File: src/sv/jsm_pkg.sv
`default_nettype none
package jsm_pkg;

  localparam int unsigned COUNT_MAX  = 255;
  localparam int unsigned CNT_W      = 8;
  localparam int unsigned PT_BITS    = 16;
  localparam int unsigned ANGLE_BITS = 12;
  localparam int unsigned ETA_W      = 11;
  localparam int unsigned FRAC_W     = 11;
  localparam int unsigned HT_BITS    = 24;
  localparam int unsigned MHT_BITS   = 25;
  localparam int unsigned MAG_BITS   = 24;
  localparam int unsigned EMF_ETA_LIMIT = 260;
  localparam int unsigned CORDIC_STEPS  = 20;
  localparam int unsigned SQRT_STEPS    = 25;
  localparam int unsigned CORDIC_W      = 36;
  localparam int unsigned SQ_W          = 50;
  localparam int unsigned CFG_IDX_W     = 8;
  localparam int unsigned CFG_DATA_W    = 16;
  localparam int unsigned QUEUE_DEPTH   = 2;

  typedef enum logic [CFG_IDX_W-1:0] {
    REG_LOOSE_PT_MIN  = 8'd0,
    REG_TIGHT_PT_MIN  = 8'd1,
    REG_LOOSE_ETA_MAX = 8'd2,
    REG_TIGHT_ETA_MAX = 8'd3,
    REG_BTAG_ETA_MAX  = 8'd4,
    REG_BTAG_THRESH   = 8'd5,
    REG_HPD_FRAC_MAX  = 8'd6,
    REG_EMF_MIN       = 8'd7
  } cfg_reg_e;

  typedef struct packed {
    logic [PT_BITS-1:0]      loose_pt_min;
    logic [PT_BITS-1:0]      tight_pt_min;
    logic [9:0]              loose_eta_max;
    logic [9:0]              tight_eta_max;
    logic [9:0]              btag_eta_max;
    logic signed [10:0]      btag_threshold;
    logic [FRAC_W-1:0]       hpd_fraction_max;
    logic [FRAC_W-1:0]       emf_min;
  } cfg_t;

  // Event summary handed from the front to the back.
  typedef struct packed {
    logic [CNT_W-1:0]             n_loose;
    logic [CNT_W-1:0]             n_tight;
    logic [CNT_W-1:0]             n_btag;
    logic [CNT_W-1:0]             n_bjet;
    logic [HT_BITS-1:0]           ht;
    logic signed [MHT_BITS-1:0]   mx;
    logic signed [MHT_BITS-1:0]   my;
    logic [2:0][ANGLE_BITS-1:0]   phi;
    logic [1:0]                   njets;
  } snap_t;

  typedef enum logic [2:0] {
    B_IDLE,
    B_MUL,
    B_SUM,
    B_ITER,
    B_FIN
  } back_state_e;

  function automatic logic [CNT_W-1:0] sat_inc(input logic [CNT_W-1:0] c);
    return (32'(c) < COUNT_MAX) ? CNT_W'(c + 1'b1) : c;
  endfunction

  // CORDIC arctangent, 2^32 per turn.
  function automatic logic [31:0] atan_turn(input logic [4:0] i);
    logic [31:0] r;
    unique case (i)
      5'd0:  r = 32'h20000000;
      5'd1:  r = 32'h12E4051E;
      5'd2:  r = 32'h09FB385B;
      5'd3:  r = 32'h051111D4;
      5'd4:  r = 32'h028B0D43;
      5'd5:  r = 32'h0145D7E1;
      5'd6:  r = 32'h00A2F61E;
      5'd7:  r = 32'h00517C55;
      5'd8:  r = 32'h0028BE53;
      5'd9:  r = 32'h00145F2F;
      5'd10: r = 32'h000A2F98;
      5'd11: r = 32'h000517CC;
      5'd12: r = 32'h00028BE6;
      5'd13: r = 32'h000145F3;
      5'd14: r = 32'h0000A2FA;
      5'd15: r = 32'h0000517D;
      5'd16: r = 32'h000028BE;
      5'd17: r = 32'h0000145F;
      5'd18: r = 32'h00000A30;
      5'd19: r = 32'h00000518;
      default: r = 32'h0;
    endcase
    return r;
  endfunction

endpackage
`default_nettype wire

File: src/sv/jsm_if.sv
`default_nettype none
interface jsm_jet_if;
  import jsm_pkg::*;
  logic                       valid;
  logic                       ready;
  logic [PT_BITS-1:0]         jet_pt;
  logic signed [ETA_W-1:0]    jet_eta;
  logic signed [ANGLE_BITS-1:0] jet_phi;
  logic signed [PT_BITS:0]    jet_px;
  logic signed [PT_BITS:0]    jet_py;
  logic [7:0]                 hits90;
  logic [FRAC_W-1:0]          hpd_fraction;
  logic [FRAC_W-1:0]          em_fraction;
  logic signed [10:0]         btag_disc;
  logic signed [5:0]          parton_flavour;
  logic                       last_jet;
  modport source (output valid, jet_pt, jet_eta, jet_phi, jet_px, jet_py, hits90,
                  hpd_fraction, em_fraction, btag_disc, parton_flavour, last_jet,
                  input ready);
  modport sink (input valid, jet_pt, jet_eta, jet_phi, jet_px, jet_py, hits90,
                hpd_fraction, em_fraction, btag_disc, parton_flavour, last_jet,
                output ready);
endinterface

`default_nettype wire

File: src/sv/jsm_front.sv
`default_nettype none
module jsm_front (
  input  wire logic         clk_i,
  input  wire logic         rst_ni,
  jsm_jet_if.sink           jet_i,
  input  jsm_pkg::cfg_t     cfg_i,
  input  wire logic         full_i,
  output logic              push_o,
  output jsm_pkg::snap_t    snap_o
);
  import jsm_pkg::*;

  logic [CNT_W-1:0] loose_q, loose_d, tight_q, tight_d;
  logic [CNT_W-1:0] btag_q, btag_d, bjet_q, bjet_d;
  logic [HT_BITS-1:0] ht_q, ht_d;
  logic signed [MHT_BITS-1:0] mx_q, mx_d, my_q, my_d;
  logic [2:0][PT_BITS-1:0] lpt_q, lpt_d;
  logic [2:0][ANGLE_BITS-1:0] lphi_q, lphi_d;

  logic accept, good, bcut, loose, tight;
  logic [ETA_W-1:0] aeta;
  logic signed [MHT_BITS:0] mx_s, my_s;
  logic [HT_BITS:0] ht_s;
  logic signed [MHT_BITS:0] lim_hi, lim_lo;

  assign jet_i.ready = !full_i;
  assign accept = jet_i.valid && jet_i.ready;

  always_comb begin
    aeta = jet_i.jet_eta[ETA_W-1] ? ETA_W'(-jet_i.jet_eta) : ETA_W'(jet_i.jet_eta);
    good = (jet_i.hits90 > 8'd1) && (jet_i.hpd_fraction < cfg_i.hpd_fraction_max) &&
           !((aeta < ETA_W'(EMF_ETA_LIMIT)) && (jet_i.em_fraction <= cfg_i.emf_min));
    bcut = good && (aeta < ETA_W'(cfg_i.btag_eta_max)) &&
           (jet_i.jet_pt > cfg_i.loose_pt_min);
    loose = good && (jet_i.jet_pt > cfg_i.loose_pt_min) &&
            (aeta < ETA_W'(cfg_i.loose_eta_max));
    tight = loose && (jet_i.jet_pt > cfg_i.tight_pt_min) &&
            (aeta < ETA_W'(cfg_i.tight_eta_max));
    lim_hi = (MHT_BITS+1)'({1'b0, {(MHT_BITS-1){1'b1}}});
    lim_lo = (MHT_BITS+1)'({2'b11, {(MHT_BITS-1){1'b0}}});
    mx_s = (MHT_BITS+1)'(mx_q) - (MHT_BITS+1)'(jet_i.jet_px);
    my_s = (MHT_BITS+1)'(my_q) - (MHT_BITS+1)'(jet_i.jet_py);
    ht_s = (HT_BITS+1)'(ht_q) + (HT_BITS+1)'(jet_i.jet_pt);

    loose_d = loose_q; tight_d = tight_q; btag_d = btag_q; bjet_d = bjet_q;
    ht_d = ht_q; mx_d = mx_q; my_d = my_q; lpt_d = lpt_q; lphi_d = lphi_q;

    if (accept) begin
      if (bcut) begin
        if (jet_i.btag_disc >= cfg_i.btag_threshold) btag_d = sat_inc(btag_q);
        if (jet_i.parton_flavour == 6'sd5 || jet_i.parton_flavour == -6'sd5) begin
          bjet_d = sat_inc(bjet_q);
        end
      end
      if (loose) begin
        loose_d = sat_inc(loose_q);
        mx_d = (mx_s > lim_hi) ? MHT_BITS'(lim_hi) :
               (mx_s < lim_lo) ? MHT_BITS'(lim_lo) : MHT_BITS'(mx_s);
        my_d = (my_s > lim_hi) ? MHT_BITS'(lim_hi) :
               (my_s < lim_lo) ? MHT_BITS'(lim_lo) : MHT_BITS'(my_s);
      end
      if (tight) begin
        tight_d = sat_inc(tight_q);
        ht_d = ht_s[HT_BITS] ? {HT_BITS{1'b1}} : ht_s[HT_BITS-1:0];
        if (jet_i.jet_pt > lpt_q[0]) begin
          lpt_d[2] = lpt_q[1]; lphi_d[2] = lphi_q[1];
          lpt_d[1] = lpt_q[0]; lphi_d[1] = lphi_q[0];
          lpt_d[0] = jet_i.jet_pt; lphi_d[0] = jet_i.jet_phi;
        end else if (jet_i.jet_pt > lpt_q[1]) begin
          lpt_d[2] = lpt_q[1]; lphi_d[2] = lphi_q[1];
          lpt_d[1] = jet_i.jet_pt; lphi_d[1] = jet_i.jet_phi;
        end else if (jet_i.jet_pt > lpt_q[2]) begin
          lpt_d[2] = jet_i.jet_pt; lphi_d[2] = jet_i.jet_phi;
        end
      end
    end

    push_o = accept && jet_i.last_jet;
    snap_o.n_loose = loose_d;
    snap_o.n_tight = tight_d;
    snap_o.n_btag = btag_d;
    snap_o.n_bjet = bjet_d;
    snap_o.ht = ht_d;
    snap_o.mx = mx_d;
    snap_o.my = my_d;
    snap_o.phi = lphi_d;
    snap_o.njets = (tight_d < CNT_W'(3)) ? 2'(tight_d) : 2'd3;

    // The event is closed: start the next one from zero.
    if (push_o) begin
      loose_d = '0; tight_d = '0; btag_d = '0; bjet_d = '0;
      ht_d = '0; mx_d = '0; my_d = '0; lpt_d = '0; lphi_d = '0;
    end
  end

  always_ff @(posedge clk_i or negedge rst_ni) begin
    if (!rst_ni) begin
      loose_q <= '0; tight_q <= '0; btag_q <= '0; bjet_q <= '0;
      ht_q <= '0; mx_q <= '0; my_q <= '0; lpt_q <= '0; lphi_q <= '0;
    end else begin
      loose_q <= loose_d; tight_q <= tight_d; btag_q <= btag_d; bjet_q <= bjet_d;
      ht_q <= ht_d; mx_q <= mx_d; my_q <= my_d; lpt_q <= lpt_d; lphi_q <= lphi_d;
    end
  end
endmodule
`default_nettype wire

File: src/flat_wrapper.sv
// flat-port wrapper written by rule: the top's interface ports become plain ports
module jsm_front_flat import jsm_pkg::*;
  (clk_i, rst_ni, cfg_i, full_i, push_o, snap_o, jet_i_valid, jet_i_jet_pt, jet_i_jet_eta, jet_i_jet_phi, jet_i_jet_px, jet_i_jet_py, jet_i_hits90, jet_i_hpd_fraction, jet_i_em_fraction, jet_i_btag_disc, jet_i_parton_flavour, jet_i_last_jet, jet_i_ready);
  jsm_jet_if jet_i_i ();
  input  wire logic clk_i;
  input  wire logic rst_ni;
  input  jsm_pkg::cfg_t cfg_i;
  input  wire logic full_i;
  output logic push_o;
  output jsm_pkg::snap_t snap_o;
  input wire logic [$bits(jet_i_i.valid)-1:0] jet_i_valid;
  input wire logic [$bits(jet_i_i.jet_pt)-1:0] jet_i_jet_pt;
  input wire logic [$bits(jet_i_i.jet_eta)-1:0] jet_i_jet_eta;
  input wire logic [$bits(jet_i_i.jet_phi)-1:0] jet_i_jet_phi;
  input wire logic [$bits(jet_i_i.jet_px)-1:0] jet_i_jet_px;
  input wire logic [$bits(jet_i_i.jet_py)-1:0] jet_i_jet_py;
  input wire logic [$bits(jet_i_i.hits90)-1:0] jet_i_hits90;
  input wire logic [$bits(jet_i_i.hpd_fraction)-1:0] jet_i_hpd_fraction;
  input wire logic [$bits(jet_i_i.em_fraction)-1:0] jet_i_em_fraction;
  input wire logic [$bits(jet_i_i.btag_disc)-1:0] jet_i_btag_disc;
  input wire logic [$bits(jet_i_i.parton_flavour)-1:0] jet_i_parton_flavour;
  input wire logic [$bits(jet_i_i.last_jet)-1:0] jet_i_last_jet;
  output wire logic [$bits(jet_i_i.ready)-1:0] jet_i_ready;
  assign jet_i_i.valid = jet_i_valid;
  assign jet_i_i.jet_pt = jet_i_jet_pt;
  assign jet_i_i.jet_eta = jet_i_jet_eta;
  assign jet_i_i.jet_phi = jet_i_jet_phi;
  assign jet_i_i.jet_px = jet_i_jet_px;
  assign jet_i_i.jet_py = jet_i_jet_py;
  assign jet_i_i.hits90 = jet_i_hits90;
  assign jet_i_i.hpd_fraction = jet_i_hpd_fraction;
  assign jet_i_i.em_fraction = jet_i_em_fraction;
  assign jet_i_i.btag_disc = jet_i_btag_disc;
  assign jet_i_i.parton_flavour = jet_i_parton_flavour;
  assign jet_i_i.last_jet = jet_i_last_jet;
  assign jet_i_ready = jet_i_i.ready;
  jsm_front u_core (.clk_i(clk_i), .rst_ni(rst_ni), .jet_i(jet_i_i), .cfg_i(cfg_i), .full_i(full_i), .push_o(push_o), .snap_o(snap_o));
endmodule
File: config.mk
export PLATFORM = sky130hd
export DESIGN_NAME = jsm_front_flat
export DESIGN_NICKNAME = d
export VERILOG_FILES = /design/src/sv/jsm_pkg.sv /design/src/sv/jsm_if.sv /design/src/sv/jsm_front.sv /design/src/flat_wrapper.sv
export SDC_FILE = /design/constraint.sdc
export NUM_CORES = 1
export LEC_CHECK = 0
export BUFFER_PORTS_ARGS = -buffer_cell sky130_fd_sc_hd__buf_2
export CORE_MARGIN = 2
export CORE_UTILIZATION = 35
export CTS_BUF_LIST = sky130_fd_sc_hd__clkbuf_4
export DETAILED_ROUTE_END_ITERATION = 7
export GPL_TIMING_DRIVEN = 0
export PLACE_DENSITY = 0.54
export SLEW_MARGIN = 20
export SYNTH_ARGS = -nofsm -noshare
export SYNTH_HDL_FRONTEND = slang
export SYNTH_SLANG_ARGS = --single-unit
File: constraint.sdc
create_clock -name clk_i -period 5.8 [get_ports clk_i]
set_input_delay 0 -clock clk_i [delete_from_list [all_inputs] [get_ports clk_i]]
set_output_delay 0 -clock clk_i [all_outputs]
set_load 0.02 [all_outputs]
## After elaboration in Yosys (flattened, before gate mapping)

Index checks and enable logic that the tools add are counted.

- Register bits after elaboration: 190
- Output and inout bits: 146

- Reductions and logical operators: 22
- Magnitude comparators: 22
- Mux-type cells: 50
- Add/sub/neg operators: 8
- Equal/unequal tests: 2

Operators with widths:

| operator | count |
|---|---|
| $mux W25 | 10 |
| $mux W48 | 3 |
| $mux W8 | 18 |
| $mux W24 | 5 |
| $mux W36 | 3 |
| $gt A16 B16 Y1 | 5 |
| $mux W16 | 4 |
| $gt A26 B25 Y1 const B | 2 |
| $lt A26 B25 Y1 const B | 2 |
| $sub A25 B17 Y26 | 2 |
| $mux W12 | 4 |
| $lt A11 B10 Y1 | 3 |
| $add A8 B1 Y8 const B | 4 |
| $lt A8 B8 Y1 const B | 4 |
| $mux W32 | 1 |
| $add A24 B16 Y25 | 1 |
| $eq A6 B4 Y1 const B | 2 |
| $ge A11 B11 Y1 | 1 |
| $le A11 B11 Y1 | 1 |
| $logic_and A1 B1 Y1 | 11 |
| $lt A11 B11 Y1 | 1 |
| $lt A11 B9 Y1 const B | 1 |
| $mux W11 | 1 |
| $neg A11 Y11 | 1 |
| other kinds (9) | 14 |

## Depth between registers and ports, before layout

Gate-level depths: netlist (run 1).

- Depth after elaboration: 14
- Depth in mapped cells: 18

## Worst setup path before layout (run 1)

Ideal clock, no wire load.

- Path type: reg2reg
- Start: register u_core.mx_q[0]
- End: register u_core.mx_q[13]
- Path buffers: 1
- Data arrival time: 3.672 ns
- Required time: 5.732 ns
- Setup time: 0.068 ns
- Slack: 2.060 ns
- Stages on the path, launching flop included: 15
- Cell sequence: dfrtp_1 -> inv_1 -> ha_1 -> fa_1 -> nor2b_1 -> o31a_1 -> o2111ai_1 -> a311oi_1 -> o22ai_1 -> o31a_1 -> xor2_1 -> clkbuf_1 -> maj3_1 -> o21ai_0 -> and2_1

RTL lines:

| item | RTL line | RTL |
|---|---|---|
| start, declared | jsm_front.sv:16 | `logic signed [MHT_BITS-1:0] mx_q, mx_d, my_q, my_d;` |
| start signal, assigned | jsm_front.sv:102 | `ht_q <= ht_d; mx_q <= mx_d; my_q <= my_d; lpt_q <= lpt_d; lphi_q <= lphi_d;` |

==> flow_summary.ini, run 1 <==
[sta]
max_slew_margin_pct = 32.13
drv_slew = 0
worst_hold_slack_ps = 117.9
finalCriticalPeriod_ps = 5212
fmax_mhz = 191.9
tightest_slew_ps = 1018
fin_crit_sh_pct = 89.87
fin_ws_ps = 587.8
setup_viol = 0
grt_setup_unrepaired = no
hold_violations = 0
fin_tns_setup_ps = 0
clock_skew_ps = 33.40

[clocking]
tritoncts = done
post_cts_buffers = 0
cts_root_buffer = clkbuf_4
clk_pin_slew_ps = 200
htree_num_levels = 4
cts_buffers = 17
clock_latency_ps = 760
clk_path_buf_depth = 2
clock_sinks = 190

[place]
place_ws_ps = 1031
gp_congestion = 0.8922
place_inst = 3021
io_buffers = 362
placed_area_um2 = 19540
hpwl_um = 44760

[logic_synthesis]
seq_area_frac_synth_pct = 28.14
yosysWarningCount = 0
syn_nets = 2472
yosysUniqueCellTypes = 83
yosys.area_share.simple_pct = 19.42
synthAdderAreaFrac_pct = 16.81
synth_edf_count = 0
synth_seq_cells = 190
syn_area_per_cell_um2 = 8.275
synthTopCellsByArea = dfrtp_1, ha_1, a21oi_1
syn_area_um2 = 16900
synthMuxAreaShare_pct = 3.458
synth_top_family_by_area = compound AO/OA/AOI/OAI gates
netlist_instances = 2042
synth_top_area_share_pct = 28.14
synthFlopType = dfrtp_1
synth_xor_xnor_area_share_pct = 3.836
yosys.area.top_type = dfrtp_1
async_flop_share_pct = 100.0
synth_compound_area_share_pct = 21.67

[pwr]
sw_frac_of_total_pct = 44.09
ir_drop_mv = 0.1495
p_per_area_nw_per_um2 = 223.7
seqPwrFrac_pct = 33.4
fin_total_pwr_mw = 4.574
p_comb_share_pct = 50.0
leakage_nw = 10.35
pwr-share-clk_pct = 16.6
internal_power_mw = 2.557
switchingPower_mw = 2.017

[detailed_routing]
final_antenna_net_count = 0
drt-total-wl_um = 57200
num_vias = 16500
wl_per_cell_um = 18.35
drtPass1Iterations = 5
drc = 0
viasPerCell = 5.292
drt-initial-drc-count = 885

[floorplanning]
fp.dieH_um = 223.7
die_w_um = 223.7
core_area_um2 = 47750
die_area_um2 = 50050
io_pins = 366
rows = 80
start_util_pct = 35.39

[hold_path]
hold_class = in -> reg
holdPathStages = 7
hp-start = jet_i_jet_py[8]
whs_endpoint = u_core.my_q[8]$_DFF_PN0_

[setup_path]
cp.arrival_ps = 5210
timing_worst_setup_path_type = reg -> out
rrSetupSlack_ps = 1240
worstPathRequired_ps = 5800
cp_slowest_cell = xor2_1
crit_path_cell_trace = inv_1, ha_1, fa_1, nor2b_1, o31a_1, o2111ai_1, a311oi_1, o22ai_1, o31a_1, xor2_1, clkbuf_1, maj3_1, o21ai_0, buf_2
cp_max_fo = 10
path_buf_inv = 3
r2r_start = u_core.mx_q[0]$_DFF_PN0_
timing.rr.end = u_core.mx_q[12]$_DFF_PN0_
rr_worst_depth = 14
end_kind = output pin
cp_top_family = compound AO/OA/AOI/OAI gates
startpoint_type = register
crit_top_cell = o31a_1
critPathMaxStageDelay_ps = 580

[flow_run]
drv_cap = 0

[global_route]
grt_pass1_vias = 16600
antenna_found_initial = 2
overflow = 0
grt_pass1_wl_um = 89700
grtUsageTotal_pct = 22.96
grt_max_degree = 78

[final_layout]
final_common_cell = buf_2
post-route-util_pct = 42.82
synthToLayoutAreaGrowth_pct = 21.01
layout.nets = 2915
postLayoutCellArea_um2 = 20450
mostFrequentLayoutCells = buf_2, ha_1, nor2_1
layoutNonFillerInstCount = 3117
layout-drive-gt1-share_pct = 18.78

[run_status]
outcome = finished clean
==> tightest hold or removal path, cell delays in order <==
cell and delay (ps):
buf_2 100, inv_1 50, ha_1 190, xnor2_1 140, maj3_1 160, o21ai_0 80
and2_1 160
==> power groups by stage <==
stage / clock network, mW / registers, mW / logic [mW]
floorplan: 0 / 1.53 / 1.55
global placement: 0 / 1.55 / 2.17
detailed placement: 0 / 1.55 / 2.21
CTS: 0.803 / 1.53 / 2.27
global route: 0.853 / 1.55 / 2.54
finish: 0.758 / 1.53 / 2.29
==> repair_timing <==
action,4_1_cts,5_1_grt
hold endpoints to repair,302,0
hold buffers,60,0
resized for setup,0,1
endpoints found under the setup margin,0,4
==> area by class of cell <==
cell class                 count  area, µm²
clock buffer                  18      135.1
sequential                   190       4755
multi-input combinational   1576      11030
tap                          615      769.5
timing repair buffer         424       2495
clock inverter                14      125.1
antenna                        4      10.01
inverter                     191      716.9
fill                        4896      27300
buffer                        85      409.1
==> sequential cells by signal (all words and copies together) (netlist names) <==
signal	flops
u_core.lphi_q	36
u_core.loose_q	8
u_core.lpt_q	48
u_core.mx_q	25
u_core.ht_q	24
u_core.btag_q	8
u_core.tight_q	8
u_core.my_q	25
u_core.bjet_q	8
==> worst max path at each step <==
| stage | to | cells after the start | slack (ps) | from |
|---|---|---|---|---|
| finish | snap_o[75] | 14 | 590 | u_core.mx_q[0]$_DFF_PN0_ |
| global route | snap_o[43] | 15 | 90 | u_core.my_q[0]$_DFF_PN0_ |
| CTS | snap_o[43] | 15 | 310 | u_core.my_q[0]$_DFF_PN0_ |
| detailed placement | snap_o[36] | 16 | 1030 | jet_i_jet_eta[0] |
| global placement | snap_o[36] | 16 | 1060 | jet_i_jet_eta[0] |
| floorplan | u_core.mx_q[13]$_DFF_PN0_ | 14 | 2060 | u_core.mx_q[0]$_DFF_PN0_ |
==> synth_stat cells (28+ instances only) <==
master and number:
dfrtp_1 190, a21oi_1 166, o21ai_0 106, nand2b_1 30, nor2b_1 30, clkbuf_1 55, nand2_1 120, a21o_1 44
and2_1 94, o22ai_1 28, xnor2_1 53, o21a_1 28, ha_1 207, nand4_1 41, nand3_1 50, nor2_1 192
a211oi_1 68, inv_1 191
==> logic make-up (layout without fill, tap and decap cells) <==
family / Yosys count / in the layout
AND/OR/NAND/NOR: 652 / 652
adder cells (fa/ha/maj): 229 / 229
other: 0 / 4
XOR/XNOR: 74 / 74
AO/OA/AOI/OAI: 569 / 569
multiplexers: 52 / 52
flip-flops: 190 / 190
buffers and inverters: 276 / 732
==> layer usage <==
metal	vias to the layer above	GRT usage, %	wire length [µm]
met5	-	0	0
met4	0	8.065	1592
met3	79	4.591	2716
met2	396	39.07	27620
met1	7830	28.92	25270
li1	8191	-	-
Note: power is estimated with default switching activity, not from simulation.
==> inputs of run 2 (changes only) <==
clock period = 6.5 ns   (was 5.8 ns; I/O delays follow)
==> flow_summary.ini, run 2 (same netlist as run 1, synthesis figures left out) <==
[final_layout]
synthToLayoutAreaGrowth_pct = 20.96
max_flop_register = u_core.lpt_q
largest_reg_flops = 48
seq_area_um2 = 4755
multi_input_area_um2 = 11020
final_common_cell = buf_2
post-route-util_pct = 42.81
mostFrequentLayoutCells = buf_2, ha_1, nor2_1
layout.nets = 2915
layout-drive-gt1-share_pct = 18.73
reg_top3 = u_core.lpt_q (48), u_core.lphi_q (36)
fillers = 4898
layoutNonFillerInstCount = 3117
postLayoutCellArea_um2 = 20440

[setup_path]
cp.arrival_ps = 5380
rrSetupSlack_ps = 1950
r2r_start = u_core.mx_q[0]$_DFF_PN0_
end_kind = output pin
rr_worst_depth = 14
timing_worst_setup_path_type = reg -> out
worstPathRequired_ps = 6500
startpoint_type = register
timing.rr.end = u_core.mx_q[12]$_DFF_PN0_
cp_max_fo = 10

[place]
placed_area_um2 = 19540
io_buffers = 362
place_inst = 3021
hpwl_um = 44760
place_ws_ps = 1731
gp_congestion = 0.8922

[floorplanning]
fp.dieH_um = 223.7
die_area_um2 = 50050
rows = 80
start_util_pct = 35.39
die_w_um = 223.7
io_pins = 366
core_area_um2 = 47750

[detailed_routing]
drc = 0
drtPass1Iterations = 7
drt-total-wl_um = 57240
viasPerCell = 5.304
drt-initial-drc-count = 956
num_vias = 16530
wl_per_cell_um = 18.37
final_antenna_net_count = 0

[sta]
fin_ws_ps = 1115
fmax_mhz = 185.7
fin_crit_sh_pct = 82.85
clock_skew_ps = 35.53
finalCriticalPeriod_ps = 5385
fin_tns_setup_ps = 0
max_slew_margin_pct = 32.65
tightest_slew_ps = 1010
setup_viol = 0
worst_hold_slack_ps = 108.2
grt_setup_unrepaired = no
drv_slew = 0
hold_violations = 0

[hold_path]
whs_endpoint = u_core.my_q[8]$_DFF_PN0_
hold_class = in -> reg
hp-start = jet_i_jet_py[8]
holdPathStages = 7

[pwr]
fin_total_pwr_mw = 4.080
leakage_nw = 10.34
p_per_area_nw_per_um2 = 199.6
ir_drop_mv = 0.1333

[clocking]
cts_hold_buf = 60
cts_buffers = 17
clk_path_buf_depth = 2
cts_root_buffer = clkbuf_4
tritoncts = done
clk_pin_slew_ps = 200
clock_latency_ps = 780
post_cts_buffers = 0
htree_num_levels = 4
clock_sinks = 190
cts_resized = 0

[run_status]
outcome = finished clean

[global_route]
grt_pass1_wl_um = 89700
grt_max_degree = 78
overflow = 0
grtUsageTotal_pct = 22.96
grt_pass1_vias = 16600
antenna_found_initial = 2

[flow_run]
drv_cap = 0
## run 2: cell counts in the layout (fill, tap and decap cells not counted)
Identical to the previous run, type by type.
## run 2: worst max-delay path, cell delays in order (launching register included)
cell and delay, ps:
dfrtp_1 390, inv_1 40, ha_1 210, fa_1 400, nor2b_1 200, o31a_1 200, o31a_1 240, o21ai_0 170
a21boi_1 440, a221oi_1 260, xnor2_1 590, clkbuf_1 490, nor2_1 160, nor2_1 430, a21oi_1 180, buf_2 200
## run 2: report_power, final
group | switching, mW | leakage, nW | internal (mW)
sequential | 0.0698 | 2.62 | 1.30
combinational | 1.22 | 7.58 | 0.815
clock | 0.509 | 0.142 | 0.169
total | 1.80 | 10.3 | 2.28
## run 2: worst max-delay path by stage
stage	from	slack, ps	end	cells past startpoint
final	u_core.my_q[0]$_DFF_PN0_	1120	snap_o[55]	15
after global routing	u_core.my_q[0]$_DFF_PN0_	600	snap_o[43]	15
after CTS	u_core.my_q[0]$_DFF_PN0_	1010	snap_o[43]	15
after floorplan	u_core.mx_q[0]$_DFF_PN0_	2760	u_core.mx_q[13]$_DFF_PN0_	14
after global placement	jet_i_jet_eta[0]	1760	snap_o[36]	16
after detailed placement	jet_i_jet_eta[0]	1730	snap_o[36]	16
## run 2: metal layers
layer | track usage [%] | routed length (µm) | vias to the layer above
met5 | 0 | 0 | -
met4 | 8.065 | 1642 | 0
met3 | 4.591 | 2681 | 85
met2 | 39.07 | 27570 | 413
met1 | 28.92 | 25350 | 7849
li1 | - | - | 8186
## run 2: cell type report
type	count	area share, %
inverters	191	3.508
diodes	4	0.04897
clock inverters	14	0.6121
clock buffers	18	0.6611
multi-input cells	1576	53.94
well taps	615	3.765
plain buffers	85	2.002
flip-flops and latches	190	23.26
repair buffers	424	12.21
==> inputs of run 3 (changes only) <==
clock period = 5 ns   (was 6.5 ns; I/O delays follow)
==> flow_summary.ini, run 3 (same netlist as run 1, synthesis figures left out) <==
[setup_path]
critPathMaxStageDelay_ps = 400
cp_max_fo = 10
cp.arrival_ps = 4690
cp_slowest_cell = fa_1
crit_path_cell_trace = inv_1, ha_1, fa_1, nor2b_1, o31a_1, o2111ai_1, a311oi_2, o22ai_1, o31a_1, xor2_2, buf_2, maj3_1, o21ai_1, buf_2
timing_worst_setup_path_type = reg -> out
end_kind = output pin
worstPathRequired_ps = 5000
startpoint_type = register

[global_route]
grtUsageTotal_pct = 22.97
grt_pass1_wl_um = 89730
grt_pass1_vias = 16620
grt_max_degree = 78
overflow = 0
antenna_found_initial = 2

[clocking]
htree_num_levels = 4
post_cts_buffers = 0
cts_buffers = 17
clk_path_buf_depth = 2
tritoncts = done
clock_sinks = 190
clk_pin_slew_ps = 200
clock_latency_ps = 770
cts_root_buffer = clkbuf_4

[flow_run]
drv_cap = 0

[detailed_routing]
wl_per_cell_um = 18.39
drt-initial-drc-count = 869
final_antenna_net_count = 0
wl_met3_um = 2820
drtPass1Iterations = 8
viasPerCell = 5.295
num_vias = 16490
drc = 0
drt-total-wl_um = 57280
dr_wl_met2_um = 27650
top_layer = met4
wl_met1_um = 25160

[pwr]
p_per_area_nw_per_um2 = 260.2
fin_total_pwr_mw = 5.339
leakage_nw = 10.37
ir_drop_mv = 0.1732

[sta]
finalCriticalPeriod_ps = 4688
fmax_mhz = 213.3
grt_setup_unrepaired = no
fin_tns_setup_ps = 0
hold_violations = 0
drv_slew = 0
fin_crit_sh_pct = 93.76
clock_skew_ps = 35.04
tightest_slew_ps = 997.2
max_slew_margin_pct = 33.52
setup_viol = 0

[place]
hpwl_um = 44760
io_buffers = 362
placed_area_um2 = 19540
gp_congestion = 0.8922

[floorplanning]
die_w_um = 223.7
io_pins = 366
die_area_um2 = 50050
start_util_pct = 35.39
fp.dieH_um = 223.7
core_area_um2 = 47750
rows = 80

[final_layout]
layout.nets = 2913
layout-drive-gt1-share_pct = 19.47
synthToLayoutAreaGrowth_pct = 21.41
seq_area_um2 = 4755
reg_top3 = u_core.lpt_q (48), u_core.lphi_q (36)
max_flop_register = u_core.lpt_q
postLayoutCellArea_um2 = 20520
largest_reg_flops = 48
mostFrequentLayoutCells = buf_2, ha_1, inv_1
multi_input_area_um2 = 11110
fillers = 4886
final_common_cell = buf_2

[hold_path]
hold_class = in -> reg

[run_status]
outcome = finished clean
==> run 3: area by class of cell <==
| cell class | instances | area share [%] |
|---|---|---|
| Tap cell | 615 | 3.751 |
| Buffer | 84 | 2.000 |
| Timing Repair Buffer | 423 | 12.11 |
| Clock inverter | 14 | 0.6099 |
| Inverter | 191 | 3.495 |
| Antenna cell | 4 | 0.04879 |
| Sequential cell | 190 | 23.18 |
| Clock buffer | 18 | 0.6587 |
| Multi-Input combinational cell | 1576 | 54.15 |
==> run 3: layer usage <==
layer  global-route usage [%]  vias to the layer above
met5                        0                        -
li1                         -                     8181
met2                    39.07                      404
met4                    8.129                        0
met1                    28.94                     7825
met3                    4.578                       84
==> run 3: critical path: cells and delay by family, from the launching register on <==
| kind | cells | cell delay (ps) |
|---|---|---|
| buffers and inverters | 3 | 540 |
| adder cells (fa/ha/maj) | 3 | 940 |
| AND/OR/NAND/NOR | 1 | 220 |
| AO/OA/AOI/OAI | 6 | 1610 |
| flip-flops | 1 | 370 |
| XOR/XNOR | 1 | 240 |
==> run 3: worst paths after layout <==
path,start,to,slack [ps],cells after the start
max,u_core.mx_q[0]$_DFF_PN0_,snap_o[74],310,14
min,jet_i_jet_py[8],u_core.my_q[8]$_DFF_PN0_,120,7
max reg2reg,u_core.mx_q[0]$_DFF_PN0_,u_core.mx_q[23]$_DFF_PN0_,1000,14
min reg2reg,u_core.lpt_q[9]$_DFFE_PN0P_,u_core.lpt_q[9]$_DFFE_PN0P_,540,2
max in group asynchronous,rst_ni,u_core.lpt_q[44]$_DFFE_PN0P_,4250,4
min in group asynchronous,rst_ni,u_core.my_q[1]$_DFF_PN0_,320,4
==> run 3: stage by stage <==
stage,worst slack [ps],util (%),hold WS (ps),std cells
final,311.9,42.97,120.4,3115
after global routing,14.30,42.97,86.45,3115
after CTS,42.73,42.88,8.474,3112
after detailed placement,230.5,40.93,-28.40,3021
after global placement,257.5,40.80,271.9,3019
after floorplan,1260,-,-295.6,2042
==> run 3: power breakdown <==
| group | switching, mW | total (mW) | internal, mW |
|---|---|---|---|
| combinational | 1.61 | 2.69 | 1.08 |
| sequential | 0.0908 | 1.77 | 1.68 |
| clock | 0.658 | 0.878 | 0.220 |
| total | 2.36 | 5.34 | 2.98 |
==> run 3: timing repair <==
action                                  4_1_cts  5_1_grt
hold buffers                                 59        0
gates resized for setup                      10       22
hold endpoints to repair                    301        0
endpoints found under the setup margin       29       53
pin swaps                                     0        0
